File: src/sv/tvsz_pkg.sv
package tvsz_pkg;

  // field widths
  localparam int VIEW_W   = 12;
  localparam int TILE_W   = 10;
  localparam int POS_W    = 18;
  localparam int RECT_W   = 24;
  localparam int SIZE_W   = 12;
  localparam int OFF_W    = 24;
  localparam int SCROLL_W = 23;
  localparam int MAP_PX_W = TILE_W + VIEW_W;
  localparam int PROD_W   = POS_W + VIEW_W;

  localparam int FRAC_BITS = 8;
  localparam int ZOOM_STEP = 2;
  localparam int INIT_COLS = 17;
  localparam int INIT_ROWS = 13;

  // register reset values
  localparam logic [VIEW_W-1:0] VIEW_W_RST   = 12'd640;
  localparam logic [VIEW_W-1:0] VIEW_H_RST   = 12'd480;
  localparam logic [TILE_W-1:0] MAP_COLS_RST = 10'd100;
  localparam logic [TILE_W-1:0] MAP_ROWS_RST = 10'd100;
  localparam logic [TILE_W-1:0] MIN_COLS_RST = 10'd5;
  localparam logic [TILE_W-1:0] MIN_ROWS_RST = 10'd5;
  localparam logic [TILE_W-1:0] MAX_COLS_RST = 10'd40;
  localparam logic [TILE_W-1:0] MAX_ROWS_RST = 10'd30;

  localparam int CELL_W_DIV = 640 / INIT_COLS;
  localparam int CELL_H_DIV = 480 / INIT_ROWS;
  localparam logic [SIZE_W-1:0] CELL_W_RST = SIZE_W'((CELL_W_DIV < 1) ? 1 : CELL_W_DIV);
  localparam logic [SIZE_W-1:0] CELL_H_RST = SIZE_W'((CELL_H_DIV < 1) ? 1 : CELL_H_DIV);
  localparam logic [TILE_W-1:0] COLS_RST   = TILE_W'(INIT_COLS);
  localparam logic [TILE_W-1:0] ROWS_RST   = TILE_W'(INIT_ROWS);

  // operation codes
  localparam logic [2:0] OP_CENTRE   = 3'd0;
  localparam logic [2:0] OP_ZOOM_IN  = 3'd1;
  localparam logic [2:0] OP_ZOOM_OUT = 3'd2;
  localparam logic [2:0] OP_TILE     = 3'd3;
  localparam logic [2:0] OP_RECT     = 3'd4;

  // register indexes
  localparam logic [2:0] REG_VIEW_W   = 3'd0;
  localparam logic [2:0] REG_VIEW_H   = 3'd1;
  localparam logic [2:0] REG_MAP_COLS = 3'd2;
  localparam logic [2:0] REG_MAP_ROWS = 3'd3;
  localparam logic [2:0] REG_MIN_COLS = 3'd4;
  localparam logic [2:0] REG_MIN_ROWS = 3'd5;
  localparam logic [2:0] REG_MAX_COLS = 3'd6;
  localparam logic [2:0] REG_MAX_ROWS = 3'd7;

  localparam int APB_ADDR_W = 5;
  localparam int APB_DATA_W = 32;

  localparam int IN_TDATA_W  = 112;
  localparam int OUT_TDATA_W = 120;

  typedef struct packed {
    logic [VIEW_W-1:0] view_w;
    logic [VIEW_W-1:0] view_h;
    logic [TILE_W-1:0] map_cols;
    logic [TILE_W-1:0] map_rows;
    logic [TILE_W-1:0] min_cols;
    logic [TILE_W-1:0] min_rows;
    logic [TILE_W-1:0] max_cols;
    logic [TILE_W-1:0] max_rows;
  } cfg_t;

endpackage

File: src/sv/tvsz_div.sv
module tvsz_div (
  input  logic                           clk,
  input  logic                           rst_n,
  input  logic                           start,
  input  logic [tvsz_pkg::VIEW_W-1:0]    dividend,
  input  logic [tvsz_pkg::TILE_W-1:0]    divisor,
  output logic [tvsz_pkg::VIEW_W-1:0]    quotient,
  output logic                           done
);

  localparam int STEPS = tvsz_pkg::VIEW_W;
  localparam int CNT_W = $clog2(STEPS + 1);
  localparam int DW    = tvsz_pkg::TILE_W;

  logic [CNT_W-1:0]                 cnt_r, cnt_nxt;
  logic [tvsz_pkg::VIEW_W-1:0]      quo_r, quo_nxt;
  logic [DW-1:0]                    rem_r, rem_nxt;
  logic [DW-1:0]                    dvs_r, dvs_nxt;
  logic                             done_r, done_nxt;
  logic [DW:0]                      shifted;
  logic [DW+1:0]                    trial;
  logic                             ge;

  // restoring divide, one quotient bit per cycle
  always_comb begin
    shifted  = {rem_r, quo_r[tvsz_pkg::VIEW_W-1]};
    trial    = {1'b0, shifted} - {2'b00, dvs_r};
    ge       = !trial[DW+1];
    cnt_nxt  = cnt_r;
    quo_nxt  = quo_r;
    rem_nxt  = rem_r;
    dvs_nxt  = dvs_r;
    done_nxt = 1'b0;
    if (start) begin
      cnt_nxt = CNT_W'(STEPS);
      quo_nxt = dividend;
      rem_nxt = '0;
      dvs_nxt = divisor;
    end else if (cnt_r != '0) begin
      rem_nxt  = ge ? trial[DW-1:0] : shifted[DW-1:0];
      quo_nxt  = {quo_r[tvsz_pkg::VIEW_W-2:0], ge};
      cnt_nxt  = cnt_r - CNT_W'(1);
      done_nxt = (cnt_r == CNT_W'(1));
    end
  end

  always_ff @(posedge clk) begin
    if (!rst_n) begin
      cnt_r  <= '0;
      done_r <= 1'b0;
    end else begin
      cnt_r  <= cnt_nxt;
      done_r <= done_nxt;
    end
  end

  always_ff @(posedge clk) begin
    quo_r <= quo_nxt;
    rem_r <= rem_nxt;
    dvs_r <= dvs_nxt;
  end

  assign quotient = quo_r;
  assign done     = done_r;

endmodule

File: src/sv/tvsz_regs.sv
module tvsz_regs (
  input  logic                               clk,
  input  logic                               rst_n,
  input  logic                               psel,
  input  logic                               penable,
  input  logic                               pwrite,
  input  logic [tvsz_pkg::APB_ADDR_W-1:0]    paddr,
  input  logic [tvsz_pkg::APB_DATA_W-1:0]    pwdata,
  output logic [tvsz_pkg::APB_DATA_W-1:0]    prdata,
  output logic                               pready,
  output tvsz_pkg::cfg_t                     cfg,
  output logic                               wr_stb
);

  tvsz_pkg::cfg_t cfg_r, cfg_nxt;
  logic [2:0]     idx;
  logic           wr;

  assign idx    = paddr[4:2];
  assign wr     = psel && penable && pwrite;
  assign pready = 1'b1;
  assign wr_stb = wr;
  assign cfg    = cfg_r;

  always_comb begin
    cfg_nxt = cfg_r;
    if (wr) begin
      case (idx)
        tvsz_pkg::REG_VIEW_W:   cfg_nxt.view_w   = pwdata[tvsz_pkg::VIEW_W-1:0];
        tvsz_pkg::REG_VIEW_H:   cfg_nxt.view_h   = pwdata[tvsz_pkg::VIEW_W-1:0];
        tvsz_pkg::REG_MAP_COLS: cfg_nxt.map_cols = pwdata[tvsz_pkg::TILE_W-1:0];
        tvsz_pkg::REG_MAP_ROWS: cfg_nxt.map_rows = pwdata[tvsz_pkg::TILE_W-1:0];
        tvsz_pkg::REG_MIN_COLS: cfg_nxt.min_cols = pwdata[tvsz_pkg::TILE_W-1:0];
        tvsz_pkg::REG_MIN_ROWS: cfg_nxt.min_rows = pwdata[tvsz_pkg::TILE_W-1:0];
        tvsz_pkg::REG_MAX_COLS: cfg_nxt.max_cols = pwdata[tvsz_pkg::TILE_W-1:0];
        tvsz_pkg::REG_MAX_ROWS: cfg_nxt.max_rows = pwdata[tvsz_pkg::TILE_W-1:0];
        default: cfg_nxt = cfg_r;
      endcase
    end
  end

  always_comb begin
    case (idx)
      tvsz_pkg::REG_VIEW_W:   prdata = 32'(cfg_r.view_w);
      tvsz_pkg::REG_VIEW_H:   prdata = 32'(cfg_r.view_h);
      tvsz_pkg::REG_MAP_COLS: prdata = 32'(cfg_r.map_cols);
      tvsz_pkg::REG_MAP_ROWS: prdata = 32'(cfg_r.map_rows);
      tvsz_pkg::REG_MIN_COLS: prdata = 32'(cfg_r.min_cols);
      tvsz_pkg::REG_MIN_ROWS: prdata = 32'(cfg_r.min_rows);
      tvsz_pkg::REG_MAX_COLS: prdata = 32'(cfg_r.max_cols);
      tvsz_pkg::REG_MAX_ROWS: prdata = 32'(cfg_r.max_rows);
      default: prdata = '0;
    endcase
  end

  always_ff @(posedge clk) begin
    if (!rst_n) begin
      cfg_r.view_w   <= tvsz_pkg::VIEW_W_RST;
      cfg_r.view_h   <= tvsz_pkg::VIEW_H_RST;
      cfg_r.map_cols <= tvsz_pkg::MAP_COLS_RST;
      cfg_r.map_rows <= tvsz_pkg::MAP_ROWS_RST;
      cfg_r.min_cols <= tvsz_pkg::MIN_COLS_RST;
      cfg_r.min_rows <= tvsz_pkg::MIN_ROWS_RST;
      cfg_r.max_cols <= tvsz_pkg::MAX_COLS_RST;
      cfg_r.max_rows <= tvsz_pkg::MAX_ROWS_RST;
    end else begin
      cfg_r <= cfg_nxt;
    end
  end

endmodule

File: src/sv/tile_viewport_scroll_zoom.sv
// channel   direction  handshake                  payload
// in_       slave      in_tvalid / in_tready      in_tuser operation, in_tdata position and rect
// out_      master     out_tvalid / out_tready    out_tdata scroll, cell, draw pos, visible
// cfg_      apb slave  psel, penable, pready=1    8 registers at byte address 4*i
//
// one item at a time; a shared divider and a shared 18x12 multiplier under a sequencer
// set the latency
// centre: map, position and offset steps for x, then for y; tile query: x edge, y edge, finish;
// rectangle query and unused codes: straight to the result; zoom: two divides, one per axis
// a register write starts a cell recompute, in_tready low meanwhile
// reset is synchronous, active low; the result register lets the next item in while
// a beat waits on out_tready
module tile_viewport_scroll_zoom (
  input  logic                                  clk,
  input  logic                                  rst_n,
  input  logic                                  in_tvalid,
  output logic                                  in_tready,
  // pos_x[17:0], pos_y[35:18], rect_x[59:36], rect_y[83:60], rect_w[95:84],
  // rect_h[107:96], zero fill above
  input  logic [tvsz_pkg::IN_TDATA_W-1:0]       in_tdata,
  // operation[2:0]
  input  logic [2:0]                            in_tuser,
  output logic                                  out_tvalid,
  input  logic                                  out_tready,
  // scroll_x[22:0], scroll_y[45:23], cell_w[57:46], cell_h[69:58], draw_x[93:70],
  // draw_y[117:94], visible[118], zero fill above
  output logic [tvsz_pkg::OUT_TDATA_W-1:0]      out_tdata,
  input  logic                                  cfg_psel,
  input  logic                                  cfg_penable,
  input  logic                                  cfg_pwrite,
  input  logic [tvsz_pkg::APB_ADDR_W-1:0]       cfg_paddr,
  input  logic [tvsz_pkg::APB_DATA_W-1:0]       cfg_pwdata,
  output logic [tvsz_pkg::APB_DATA_W-1:0]       cfg_prdata,
  output logic                                  cfg_pready
);

  localparam int VW  = tvsz_pkg::VIEW_W;
  localparam int TW  = tvsz_pkg::TILE_W;
  localparam int PW  = tvsz_pkg::POS_W;
  localparam int OW  = tvsz_pkg::OFF_W;
  localparam int MPW = tvsz_pkg::MAP_PX_W;
  localparam int PRW = tvsz_pkg::PROD_W;
  localparam int FB  = tvsz_pkg::FRAC_BITS;

  localparam logic [3:0] S_IDLE     = 4'd0;
  localparam logic [3:0] S_DIVW_GO  = 4'd1;
  localparam logic [3:0] S_DIVW     = 4'd2;
  localparam logic [3:0] S_DIVH_GO  = 4'd3;
  localparam logic [3:0] S_DIVH     = 4'd4;
  localparam logic [3:0] S_MAPX     = 4'd5;
  localparam logic [3:0] S_POSX     = 4'd6;
  localparam logic [3:0] S_OFFX     = 4'd7;
  localparam logic [3:0] S_MAPY     = 4'd8;
  localparam logic [3:0] S_POSY     = 4'd9;
  localparam logic [3:0] S_OFFY     = 4'd10;
  localparam logic [3:0] S_TILEX    = 4'd11;
  localparam logic [3:0] S_TILEY    = 4'd12;
  localparam logic [3:0] S_TILEF    = 4'd13;
  localparam logic [3:0] S_RESULT   = 4'd14;

  function automatic logic [TW-1:0] step_in(input logic [TW-1:0] n, input logic [TW-1:0] lo);
    logic signed [TW+1:0] t;
    t = $signed({2'b00, n}) - $signed((TW+2)'(tvsz_pkg::ZOOM_STEP));
    if (t < $signed({2'b00, lo})) t = $signed({2'b00, lo});
    if (t < $signed((TW+2)'(1))) t = $signed((TW+2)'(1));
    return t[TW-1:0];
  endfunction

  function automatic logic [TW-1:0] step_out(input logic [TW-1:0] n, input logic [TW-1:0] hi);
    logic [TW+1:0] t;
    t = {2'b00, n} + (TW+2)'(tvsz_pkg::ZOOM_STEP);
    if (t > {2'b00, hi}) t = {2'b00, hi};
    if (t < (TW+2)'(1)) t = (TW+2)'(1);
    return t[TW-1:0];
  endfunction

  // offset that puts a fractional tile position at the viewport middle
  function automatic logic signed [OW-1:0] centre_axis(input logic [VW-1:0] view,
                                                       input logic [VW-1:0] pitch,
                                                       input logic [MPW-1:0] map_px,
                                                       input logic [PRW-1:0] prod);
    logic [MPW-1:0]    diff;
    logic [PRW+1:0]    twice;
    logic signed [OW:0] des;
    logic signed [OW:0] lo;
    diff  = {{(MPW-VW){1'b0}}, view} - map_px;
    twice = {1'b0, prod, 1'b0} + ((PRW+2)'(pitch) << FB);
    des   = $signed((OW+1)'(view >> 1)) - $signed((OW+1)'(twice >> (FB + 1)));
    lo    = $signed((OW+1)'(view)) - $signed((OW+1)'(map_px));
    if (map_px <= {{(MPW-VW){1'b0}}, view}) return OW'(diff >> 1);
    if (des < lo) des = lo;
    if (des > $signed((OW+1)'(0))) des = '0;
    return des[OW-1:0];
  endfunction

  function automatic logic signed [OW-1:0] sat24(input logic signed [31:0] v);
    if (v > $signed(32'sd8388607)) return 24'h7FFFFF;
    if (v < $signed(-32'sd8388608)) return 24'h800000;
    return v[OW-1:0];
  endfunction

  tvsz_pkg::cfg_t cfg;
  logic           cfg_wr;

  tvsz_regs u_regs (
    .clk     (clk),
    .rst_n   (rst_n),
    .psel    (cfg_psel),
    .penable (cfg_penable),
    .pwrite  (cfg_pwrite),
    .paddr   (cfg_paddr),
    .pwdata  (cfg_pwdata),
    .prdata  (cfg_prdata),
    .pready  (cfg_pready),
    .cfg     (cfg),
    .wr_stb  (cfg_wr)
  );

  logic           div_start;
  logic [VW-1:0]  div_dvd;
  logic [TW-1:0]  div_dvs;
  logic [VW-1:0]  div_quo;
  logic           div_done;

  tvsz_div u_div (
    .clk      (clk),
    .rst_n    (rst_n),
    .start    (div_start),
    .dividend (div_dvd),
    .divisor  (div_dvs),
    .quotient (div_quo),
    .done     (div_done)
  );

  logic [3:0]             state_r, state_nxt;
  logic                   item_r, item_nxt;
  logic                   recalc_r, recalc_nxt;
  logic [TW-1:0]          cols_r, cols_nxt;
  logic [TW-1:0]          rows_r, rows_nxt;
  logic [VW-1:0]          cell_w_r, cell_w_nxt;
  logic [VW-1:0]          cell_h_r, cell_h_nxt;
  logic signed [OW-1:0]   off_x_r, off_x_nxt;
  logic signed [OW-1:0]   off_y_r, off_y_nxt;
  logic                   out_valid_r, out_valid_nxt;
  logic [tvsz_pkg::OUT_TDATA_W-1:0] out_data_r, out_data_nxt;
  logic [PW-1:0]          pos_x_r, pos_x_nxt;
  logic [PW-1:0]          pos_y_r, pos_y_nxt;
  logic [MPW-1:0]         map_px_r, map_px_nxt;
  logic [PRW-1:0]         mul_r;
  logic signed [OW-1:0]   sx_r, sx_nxt;
  logic signed [OW-1:0]   sy_r, sy_nxt;
  logic                   vis_x_r, vis_x_nxt;
  logic                   vis_r, vis_nxt;

  logic [PW-1:0]          mul_a;
  logic [VW-1:0]          mul_b;
  logic [2:0]             in_op;
  logic signed [tvsz_pkg::RECT_W-1:0] rect_x, rect_y;
  logic [VW-1:0]          rect_w, rect_h;
  logic                   rect_vis;
  logic signed [31:0]     tile_e;
  logic [VW-1:0]          tile_c;
  logic [VW-1:0]          tile_v;
  logic signed [OW-1:0]   tile_off;
  logic                   tile_vis;
  logic [VW-1:0]          cell_q;

  assign in_op  = in_tuser;
  assign rect_x = $signed(in_tdata[59:36]);
  assign rect_y = $signed(in_tdata[83:60]);
  assign rect_w = in_tdata[95:84];
  assign rect_h = in_tdata[107:96];

  assign rect_vis = ($signed({rect_x[23], rect_x}) + $signed({13'd0, rect_w}) > 25'sd0) &&
                    ($signed({rect_y[23], rect_y}) + $signed({13'd0, rect_h}) > 25'sd0) &&
                    (rect_x < $signed({12'd0, cfg.view_w})) &&
                    (rect_y < $signed({12'd0, cfg.view_h}));

  // tile edge for the axis whose product sits in mul_r
  assign tile_c   = (state_r == S_TILEY) ? cell_w_r : cell_h_r;
  assign tile_v   = (state_r == S_TILEY) ? cfg.view_w : cfg.view_h;
  assign tile_off = (state_r == S_TILEY) ? off_x_r : off_y_r;
  assign tile_e   = $signed({2'b00, mul_r}) + $signed({{(32-OW){tile_off[OW-1]}}, tile_off});
  assign tile_vis = (tile_e + $signed({20'd0, tile_c}) > 32'sd0) &&
                    (tile_e < $signed({20'd0, tile_v}));

  assign cell_q = (div_quo == '0) ? VW'(1) : div_quo;

  assign in_tready  = (state_r == S_IDLE) && !recalc_r;
  assign out_tvalid = out_valid_r;
  assign out_tdata  = out_data_r;

  always_comb begin
    state_nxt     = state_r;
    item_nxt      = item_r;
    recalc_nxt    = recalc_r;
    cols_nxt      = cols_r;
    rows_nxt      = rows_r;
    cell_w_nxt    = cell_w_r;
    cell_h_nxt    = cell_h_r;
    off_x_nxt     = off_x_r;
    off_y_nxt     = off_y_r;
    out_valid_nxt = out_valid_r;
    out_data_nxt  = out_data_r;
    pos_x_nxt     = pos_x_r;
    pos_y_nxt     = pos_y_r;
    map_px_nxt    = map_px_r;
    sx_nxt        = sx_r;
    sy_nxt        = sy_r;
    vis_x_nxt     = vis_x_r;
    vis_nxt       = vis_r;
    mul_a         = '0;
    mul_b         = '0;
    div_start     = 1'b0;
    div_dvd       = cfg.view_w;
    div_dvs       = (cols_r == '0) ? TW'(1) : cols_r;

    if (out_valid_r && out_tready) out_valid_nxt = 1'b0;

    case (state_r)
      S_IDLE: begin
        if (recalc_r) begin
          recalc_nxt = 1'b0;
          item_nxt   = 1'b0;
          state_nxt  = S_DIVW_GO;
        end else if (in_tvalid) begin
          item_nxt  = 1'b1;
          pos_x_nxt = in_tdata[17:0];
          pos_y_nxt = in_tdata[35:18];
          sx_nxt    = '0;
          sy_nxt    = '0;
          vis_nxt   = 1'b0;
          case (in_op)
            tvsz_pkg::OP_CENTRE: state_nxt = S_MAPX;
            tvsz_pkg::OP_ZOOM_IN: begin
              cols_nxt  = step_in(cols_r, cfg.min_cols);
              rows_nxt  = step_in(rows_r, cfg.min_rows);
              state_nxt = S_DIVW_GO;
            end
            tvsz_pkg::OP_ZOOM_OUT: begin
              cols_nxt  = step_out(cols_r, cfg.max_cols);
              rows_nxt  = step_out(rows_r, cfg.max_rows);
              state_nxt = S_DIVW_GO;
            end
            tvsz_pkg::OP_TILE: state_nxt = S_TILEX;
            tvsz_pkg::OP_RECT: begin
              vis_nxt   = rect_vis;
              state_nxt = S_RESULT;
            end
            default: state_nxt = S_RESULT;
          endcase
        end
      end
      S_DIVW_GO: begin
        div_start = 1'b1;
        state_nxt = S_DIVW;
      end
      S_DIVW: begin
        if (div_done) begin
          cell_w_nxt = cell_q;
          state_nxt  = S_DIVH_GO;
        end
      end
      S_DIVH_GO: begin
        div_start = 1'b1;
        div_dvd   = cfg.view_h;
        div_dvs   = (rows_r == '0) ? TW'(1) : rows_r;
        state_nxt = S_DIVH;
      end
      S_DIVH: begin
        if (div_done) begin
          cell_h_nxt = cell_q;
          state_nxt  = item_r ? S_RESULT : S_IDLE;
        end
      end
      S_MAPX: begin
        mul_a     = PW'(cfg.map_cols);
        mul_b     = cell_w_r;
        state_nxt = S_POSX;
      end
      S_POSX: begin
        map_px_nxt = mul_r[MPW-1:0];
        mul_a      = pos_x_r;
        mul_b      = cell_w_r;
        state_nxt  = S_OFFX;
      end
      S_OFFX: begin
        off_x_nxt = centre_axis(cfg.view_w, cell_w_r, map_px_r, mul_r);
        state_nxt = S_MAPY;
      end
      S_MAPY: begin
        mul_a     = PW'(cfg.map_rows);
        mul_b     = cell_h_r;
        state_nxt = S_POSY;
      end
      S_POSY: begin
        map_px_nxt = mul_r[MPW-1:0];
        mul_a      = pos_y_r;
        mul_b      = cell_h_r;
        state_nxt  = S_OFFY;
      end
      S_OFFY: begin
        off_y_nxt = centre_axis(cfg.view_h, cell_h_r, map_px_r, mul_r);
        state_nxt = S_RESULT;
      end
      S_TILEX: begin
        mul_a     = PW'(pos_x_r >> FB);
        mul_b     = cell_w_r;
        state_nxt = S_TILEY;
      end
      S_TILEY: begin
        sx_nxt    = sat24(tile_e);
        vis_x_nxt = tile_vis;
        mul_a     = PW'(pos_y_r >> FB);
        mul_b     = cell_h_r;
        state_nxt = S_TILEF;
      end
      S_TILEF: begin
        sy_nxt    = sat24(tile_e);
        vis_nxt   = vis_x_r && tile_vis;
        state_nxt = S_RESULT;
      end
      S_RESULT: begin
        if (!out_valid_r || out_tready) begin
          out_data_nxt  = {1'b0, vis_r, sy_r, sx_r, cell_h_r, cell_w_r,
                           off_y_r[tvsz_pkg::SCROLL_W-1:0], off_x_r[tvsz_pkg::SCROLL_W-1:0]};
          out_valid_nxt = 1'b1;
          state_nxt     = S_IDLE;
        end
      end
      default: state_nxt = S_IDLE;
    endcase

    // a register write asks for a fresh cell size
    if (cfg_wr) recalc_nxt = 1'b1;
  end

  always_ff @(posedge clk) begin
    if (!rst_n) begin
      state_r     <= S_IDLE;
      item_r      <= 1'b0;
      recalc_r    <= 1'b0;
      cols_r      <= tvsz_pkg::COLS_RST;
      rows_r      <= tvsz_pkg::ROWS_RST;
      cell_w_r    <= tvsz_pkg::CELL_W_RST;
      cell_h_r    <= tvsz_pkg::CELL_H_RST;
      off_x_r     <= '0;
      off_y_r     <= '0;
      out_valid_r <= 1'b0;
    end else begin
      state_r     <= state_nxt;
      item_r      <= item_nxt;
      recalc_r    <= recalc_nxt;
      cols_r      <= cols_nxt;
      rows_r      <= rows_nxt;
      cell_w_r    <= cell_w_nxt;
      cell_h_r    <= cell_h_nxt;
      off_x_r     <= off_x_nxt;
      off_y_r     <= off_y_nxt;
      out_valid_r <= out_valid_nxt;
    end
  end

  always_ff @(posedge clk) begin
    out_data_r <= out_data_nxt;
    pos_x_r    <= pos_x_nxt;
    pos_y_r    <= pos_y_nxt;
    map_px_r   <= map_px_nxt;
    mul_r      <= PRW'(mul_a) * PRW'(mul_b);
    sx_r       <= sx_nxt;
    sy_r       <= sy_nxt;
    vis_x_r    <= vis_x_nxt;
    vis_r      <= vis_nxt;
  end

endmodule

File: config.mk
export PLATFORM = sky130hd
export DESIGN_NAME = tile_viewport_scroll_zoom
export DESIGN_NICKNAME = d
export VERILOG_FILES = /design/src/sv/tvsz_pkg.sv /design/src/sv/tvsz_div.sv /design/src/sv/tvsz_regs.sv /design/src/sv/tile_viewport_scroll_zoom.sv
export SDC_FILE = /design/constraint.sdc
export NUM_CORES = 2
export LEC_CHECK = 0
export BUFFER_PORTS_ARGS = -buffer_cell sky130_fd_sc_hd__buf_2
export CAP_MARGIN = 25
export CORE_MARGIN = 2
export CORE_UTILIZATION = 40
export CTS_BUF_LIST = sky130_fd_sc_hd__clkbuf_8 sky130_fd_sc_hd__clkbuf_16
export CTS_CLUSTER_DIAMETER = 50
export DETAILED_ROUTE_END_ITERATION = 16
export PLACE_DENSITY = 0.54
export SYNTH_ARGS = -nofsm -noshare
export SYNTH_HDL_FRONTEND = slang
export SYNTH_HIERARCHICAL = 1
export SYNTH_SLANG_ARGS = --single-unit
File: constraint.sdc
create_clock -name clk -period 8.5 [get_ports clk]
set_clock_uncertainty 0.05 [all_clocks]
set_input_delay 1.7 -clock clk [delete_from_list [all_inputs] [get_ports clk]]
set_output_delay 1.7 -clock clk [all_outputs]
set_load 0.02 [all_outputs]
==> impl_metrics.prom <==
# TYPE chip_impl_metric gauge
chip_impl_info{name="run_status",value="completed"} 1
chip_impl_metric{name="postSynthCellCount",unit=""} 4588
chip_impl_metric{name="regArea",unit="sq um"} 12040
chip_impl_metric{name="worst_ir_drop_vdd",unit="V"} 0.0001677
chip_impl_metric{name="clock_power_share",unit="%"} 29.5
chip_impl_info{name="layout_commonest_cell",value="sky130_fd_sc_hd__nand2_1"} 1
chip_impl_metric{name="switchingPower",unit="uW"} 3805
chip_impl_info{name="tritoncts",value="yes"} 1
chip_impl_metric{name="synthDistinctLibCells",unit=""} 118
chip_impl_metric{name="syn-cell-area",unit="sq um"} 39960
chip_impl_metric{name="detailed_place_hpwl",unit="um"} 108800
chip_impl_metric{name="chipWidth",unit="um"} 320.1
chip_impl_metric{name="areaGrowthSynthToFinish",unit="%"} 12.49
chip_impl_metric{name="worst_ep_required_time",unit="ps"} 8970
chip_impl_metric{name="finalSetupViolations",unit=""} 0
chip_impl_metric{name="layout_net_count",unit=""} 5469
chip_impl_metric{name="synth_edf_count",unit=""} 249
chip_impl_metric{name="p_leak",unit="uW"} 0.01936
chip_impl_metric{name="power_density",unit="nW/um^2"} 219.1
chip_impl_metric{name="routabilityCongestion",unit=""} 0.9462
chip_impl_metric{name="totalWireLength",unit="um"} 137400
chip_impl_metric{name="first_global_vias",unit=""} 32990
chip_impl_metric{name="grt_pass1_wl",unit="um"} 204400
chip_impl_metric{name="grt_antenna_before_repair",unit=""} 3
chip_impl_metric{name="design.portCount",unit=""} 314
chip_impl_info{name="cts.root.buffer_cell",value="sky130_fd_sc_hd__clkbuf_16"} 1
chip_impl_info{name="timing.critical_path.from_type",value="register"} 1
chip_impl_metric{name="clkSinkCount",unit=""} 477
chip_impl_info{name="crit_end",value="mul_r[29]"} 1
chip_impl_metric{name="final_global_route_overflow_total",unit=""} 0
chip_impl_metric{name="dieHeight",unit="um"} 320.1
chip_impl_metric{name="placementRows",unit=""} 115
chip_impl_metric{name="synthXorXnorAreaFrac",unit="%"} 4.293
chip_impl_metric{name="fill_cell_count",unit=""} 9741
chip_impl_metric{name="finalWorstPathRequiredPeriod",unit="ps"} 7899
chip_impl_metric{name="fin_tns_setup",unit="ps"} 0
chip_impl_info{name="regToRegStartpoint",value="state_r[3]"} 1
chip_impl_info{name="origin_of_the_worst_setup_path",value="state_r[3]"} 1
chip_impl_metric{name="drc_errors",unit=""} 0
chip_impl_metric{name="fin_crit_sh",unit="%"} 92.93
chip_impl_metric{name="routed_wire_length_per_instance",unit="um"} 22.37
chip_impl_metric{name="clk_transition_reported_paths",unit="ps"} 60
chip_impl_metric{name="critical_path_arrival",unit="ps"} 8370
chip_impl_metric{name="synth_mux_area_share",unit="%"} 2.740
chip_impl_metric{name="clock_buffer_count_from_cts",unit=""} 71
chip_impl_metric{name="critical_path.max_fanout",unit=""} 12
chip_impl_metric{name="portBuffers",unit=""} 265
chip_impl_metric{name="timing.reg2reg.setup_slack",unit="ps"} 600
chip_impl_metric{name="vias",unit=""} 34700
chip_impl_metric{name="antenna_violating_nets_post_route",unit=""} 0
chip_impl_info{name="final_cell_mix",value="588 x sky130_fd_sc_hd__nand2_1, 390 x sky130_fd_sc_hd__inv_1, 348 x sky130_fd_sc_hd__nor2_1"} 1
chip_impl_metric{name="coreArea",unit="sq um"} 98710
chip_impl_metric{name="warnings_synthesis",unit=""} 6
chip_impl_metric{name="maxClockFrequency",unit="MHz"} 126.6
chip_impl_info{name="grt_setup_unrepaired",value="false"} 1
chip_impl_info{name="holdCritPathClass",value="reg2reg"} 1
chip_impl_metric{name="tightest_slew",unit="ps"} 1029
chip_impl_info{name="worstSetupEndpointType",value="register"} 1
chip_impl_metric{name="asyncSetResetFlopFracSynth",unit="%"} 0
chip_impl_metric{name="finalHoldWorstSlack",unit="ps"} 365.3
chip_impl_metric{name="clock_tree.buffer_depth",unit=""} 3
chip_impl_metric{name="reg2regPathDepth",unit=""} 25
chip_impl_metric{name="drt_iter0_markers",unit=""} 3082
chip_impl_metric{name="slew_hr",unit="%"} 30.93
chip_impl_metric{name="postSynthAreaPerCell",unit="sq um"} 8.709
chip_impl_metric{name="ys_ff_latch",unit=""} 477
chip_impl_metric{name="grt_max_degree",unit=""} 98
chip_impl_metric{name="drive_above_1_share",unit="%"} 12.26
chip_impl_metric{name="slew_viol_final",unit=""} 0
chip_impl_metric{name="synthAdderAreaFrac",unit="%"} 19.15
chip_impl_metric{name="cts-htree-levels",unit=""} 3
chip_impl_metric{name="p_int",unit="uW"} 6044
chip_impl_metric{name="drt_pass1_iterations",unit=""} 5
chip_impl_metric{name="synthSimpleGateAreaFrac",unit="%"} 18.49
chip_impl_metric{name="synth-compound-area-share",unit="%"} 18.87
chip_impl_metric{name="start_util",unit="%"} 40.48
chip_impl_info{name="timing.rr.end",value="mul_r[29]"} 1
chip_impl_metric{name="hold_viol_final",unit=""} 0
chip_impl_metric{name="max_cap_viol_count",unit=""} 0
chip_impl_metric{name="post_drt_via_cell_ratio",unit=""} 5.648
chip_impl_info{name="kind_of_critical_path",value="reg2reg"} 1
chip_impl_metric{name="power_switching_share",unit="%"} 38.63
chip_impl_info{name="largest_family_of_logic_cells_by_synthesized_area",value="adder cells"} 1
chip_impl_info{name="synth_top_flop_cell",value="sky130_fd_sc_hd__edfxtp_1"} 1
chip_impl_metric{name="clock_insertion_delay_worst_skew",unit="ps"} 630
chip_impl_metric{name="postCtsHoldBufs",unit=""} 0
chip_impl_metric{name="synth-seq-area-share",unit="%"} 30.14
chip_impl_metric{name="power.share.sequential",unit="%"} 32.2
chip_impl_metric{name="grt_usage",unit="%"} 26.24
chip_impl_metric{name="combPwrFrac",unit="%"} 38.3
chip_impl_metric{name="area_of_the_multi_input_gates",unit="sq um"} 25560
chip_impl_metric{name="total_die_area",unit="sq um"} 102400
-- power groups by stage --
stage          Clock [uW]  Sequential [uW]  Combinational (uW)
2_1_floorplan           0             3090                2670
3_3_place_gp            0             3210                3690
3_5_place_dp            0             3210                3710
4_1_cts              2970             3170                3730
5_1_grt              3050             3210                4140
6_report             2910             3170                3770
-- per-stage QoR --
stage	setup WS, ps	power, uW	std cells	instance area, sq um	utilization (%)
2_1_floorplan	760.2	5754	4607	40030	-
3_3_place_gp	672.5	6901	6011	42560	43.12
3_5_place_dp	652.1	6926	6011	42560	43.12
4_1_cts	597.5	9863	6138	44910	45.50
5_1_grt	72.32	10400	6142	44950	45.54
6_report	600.6	9849	6143	44950	45.54
-- sequential cells by signal, summed over array words and instances (netlist names), 4 cells and up --
signal,count
out_tdata,119
u_regs/cfg,84
mul_r,30
off_x_r,24
off_y_r,24
sx_r,24
sy_r,24
map_px_r,22
pos_x_r,18
pos_y_r,18
cell_h_r,12
cell_w_r,12
u_div/quotient,12
cols_r,10
rows_r,10
u_div/dvs_r,10
u_div/rem_r,10
state_r,4
u_div/cnt_r,4
-- critical path, cell delays in order (launching register included) --
cell and delay (ps):
sky130_fd_sc_hd__dfxtp_1 540, sky130_fd_sc_hd__inv_1 200, sky130_fd_sc_hd__nor2_1 310, sky130_fd_sc_hd__nand2_4 220, sky130_fd_sc_hd__inv_2 310, sky130_fd_sc_hd__a22oi_1 110, sky130_fd_sc_hd__nand3_1 450, sky130_fd_sc_hd__nand2_1 150
sky130_fd_sc_hd__fa_1 530, sky130_fd_sc_hd__inv_1 50, sky130_fd_sc_hd__fa_1 510, sky130_fd_sc_hd__fa_1 550, sky130_fd_sc_hd__inv_1 60, sky130_fd_sc_hd__fa_1 550, sky130_fd_sc_hd__inv_1 60, sky130_fd_sc_hd__fa_1 480
sky130_fd_sc_hd__ha_1 390, sky130_fd_sc_hd__nand3_1 100, sky130_fd_sc_hd__o31a_1 270, sky130_fd_sc_hd__a21oi_1 390, sky130_fd_sc_hd__a211oi_1 150, sky130_fd_sc_hd__o41a_1 470, sky130_fd_sc_hd__o21ai_0 280, sky130_fd_sc_hd__nand2b_1 120
sky130_fd_sc_hd__a311o_1 330, sky130_fd_sc_hd__xnor2_1 120
-- what timing repair did --
item / 4_1_cts / 5_1_grt
setup buffers: 0 / 2
endpoints found under the setup margin: 0 / 14
resized for setup: 0 / 1
-- cell families (layout without fill, tap and decap cells) --
group | count (synthesis) | in the layout
AOI/OAI and AO/OA | 1140 | 1140
xor gates and xnor gates | 195 | 195
adders and majority gates | 509 | 509
buffers and inverters | 607 | 855
DFF | 477 | 477
muxes | 101 | 101
other | 3 | 23
and+or+nand+nor | 1556 | 1556
-- cells in the mapped netlist, types with 123 or more instances --
cell type	count	area [sq um]
sky130_fd_sc_hd__a21oi_1	297	1486
sky130_fd_sc_hd__o21ai_0	245	1226
sky130_fd_sc_hd__nor2_1	353	1325
sky130_fd_sc_hd__inv_1	379	1423
sky130_fd_sc_hd__dfxtp_1	228	4564
sky130_fd_sc_hd__nand3_1	123	615.6
sky130_fd_sc_hd__nand2_1	589	2211
sky130_fd_sc_hd__edfxtp_1	249	7477
sky130_fd_sc_hd__xnor2_1	130	1139
sky130_fd_sc_hd__clkbuf_1	157	589.3
sky130_fd_sc_hd__fa_1	171	3423
sky130_fd_sc_hd__ha_1	338	4229
-- worst min-delay path by stage --
| stage | start | cells past startpoint | endpoint |
|---|---|---|---|
| 4_1_cts | sx_r[11] | 0 | out_tdata[81] |
| 3_5_place_dp | sx_r[5] | 0 | out_tdata[75] |
| 3_3_place_gp | sx_r[10] | 0 | out_tdata[80] |
| 6_report | sy_r[11] | 0 | out_tdata[105] |
| 5_1_grt | sx_r[11] | 0 | out_tdata[81] |
| 2_1_floorplan | sy_r[6] | 0 | out_tdata[100] |
-- per-layer routing --
layer	global-route usage [%]	vias to the layer above	part of all wire, %
met4	8.691	0	3.4
met1	36.35	16640	45
met2	42.34	1173	45
met3	3.293	194	6.0
met5	0	-	0
li1	-	16690	-
-- cell type report --
| class | count | share of cell area, % |
|---|---|---|
| sequential | 477 | 26.79 |
| clock inverter | 52 | 1.108 |
| clock buffer | 75 | 4.125 |
| antenna | 1 | 0.005567 |
| tap | 1287 | 3.582 |
| inverter | 380 | 3.173 |
| timing repair buffer | 348 | 4.348 |
| multi-input combinational | 3523 | 56.87 |
Note: power is estimated with default switching activity, not from simulation.
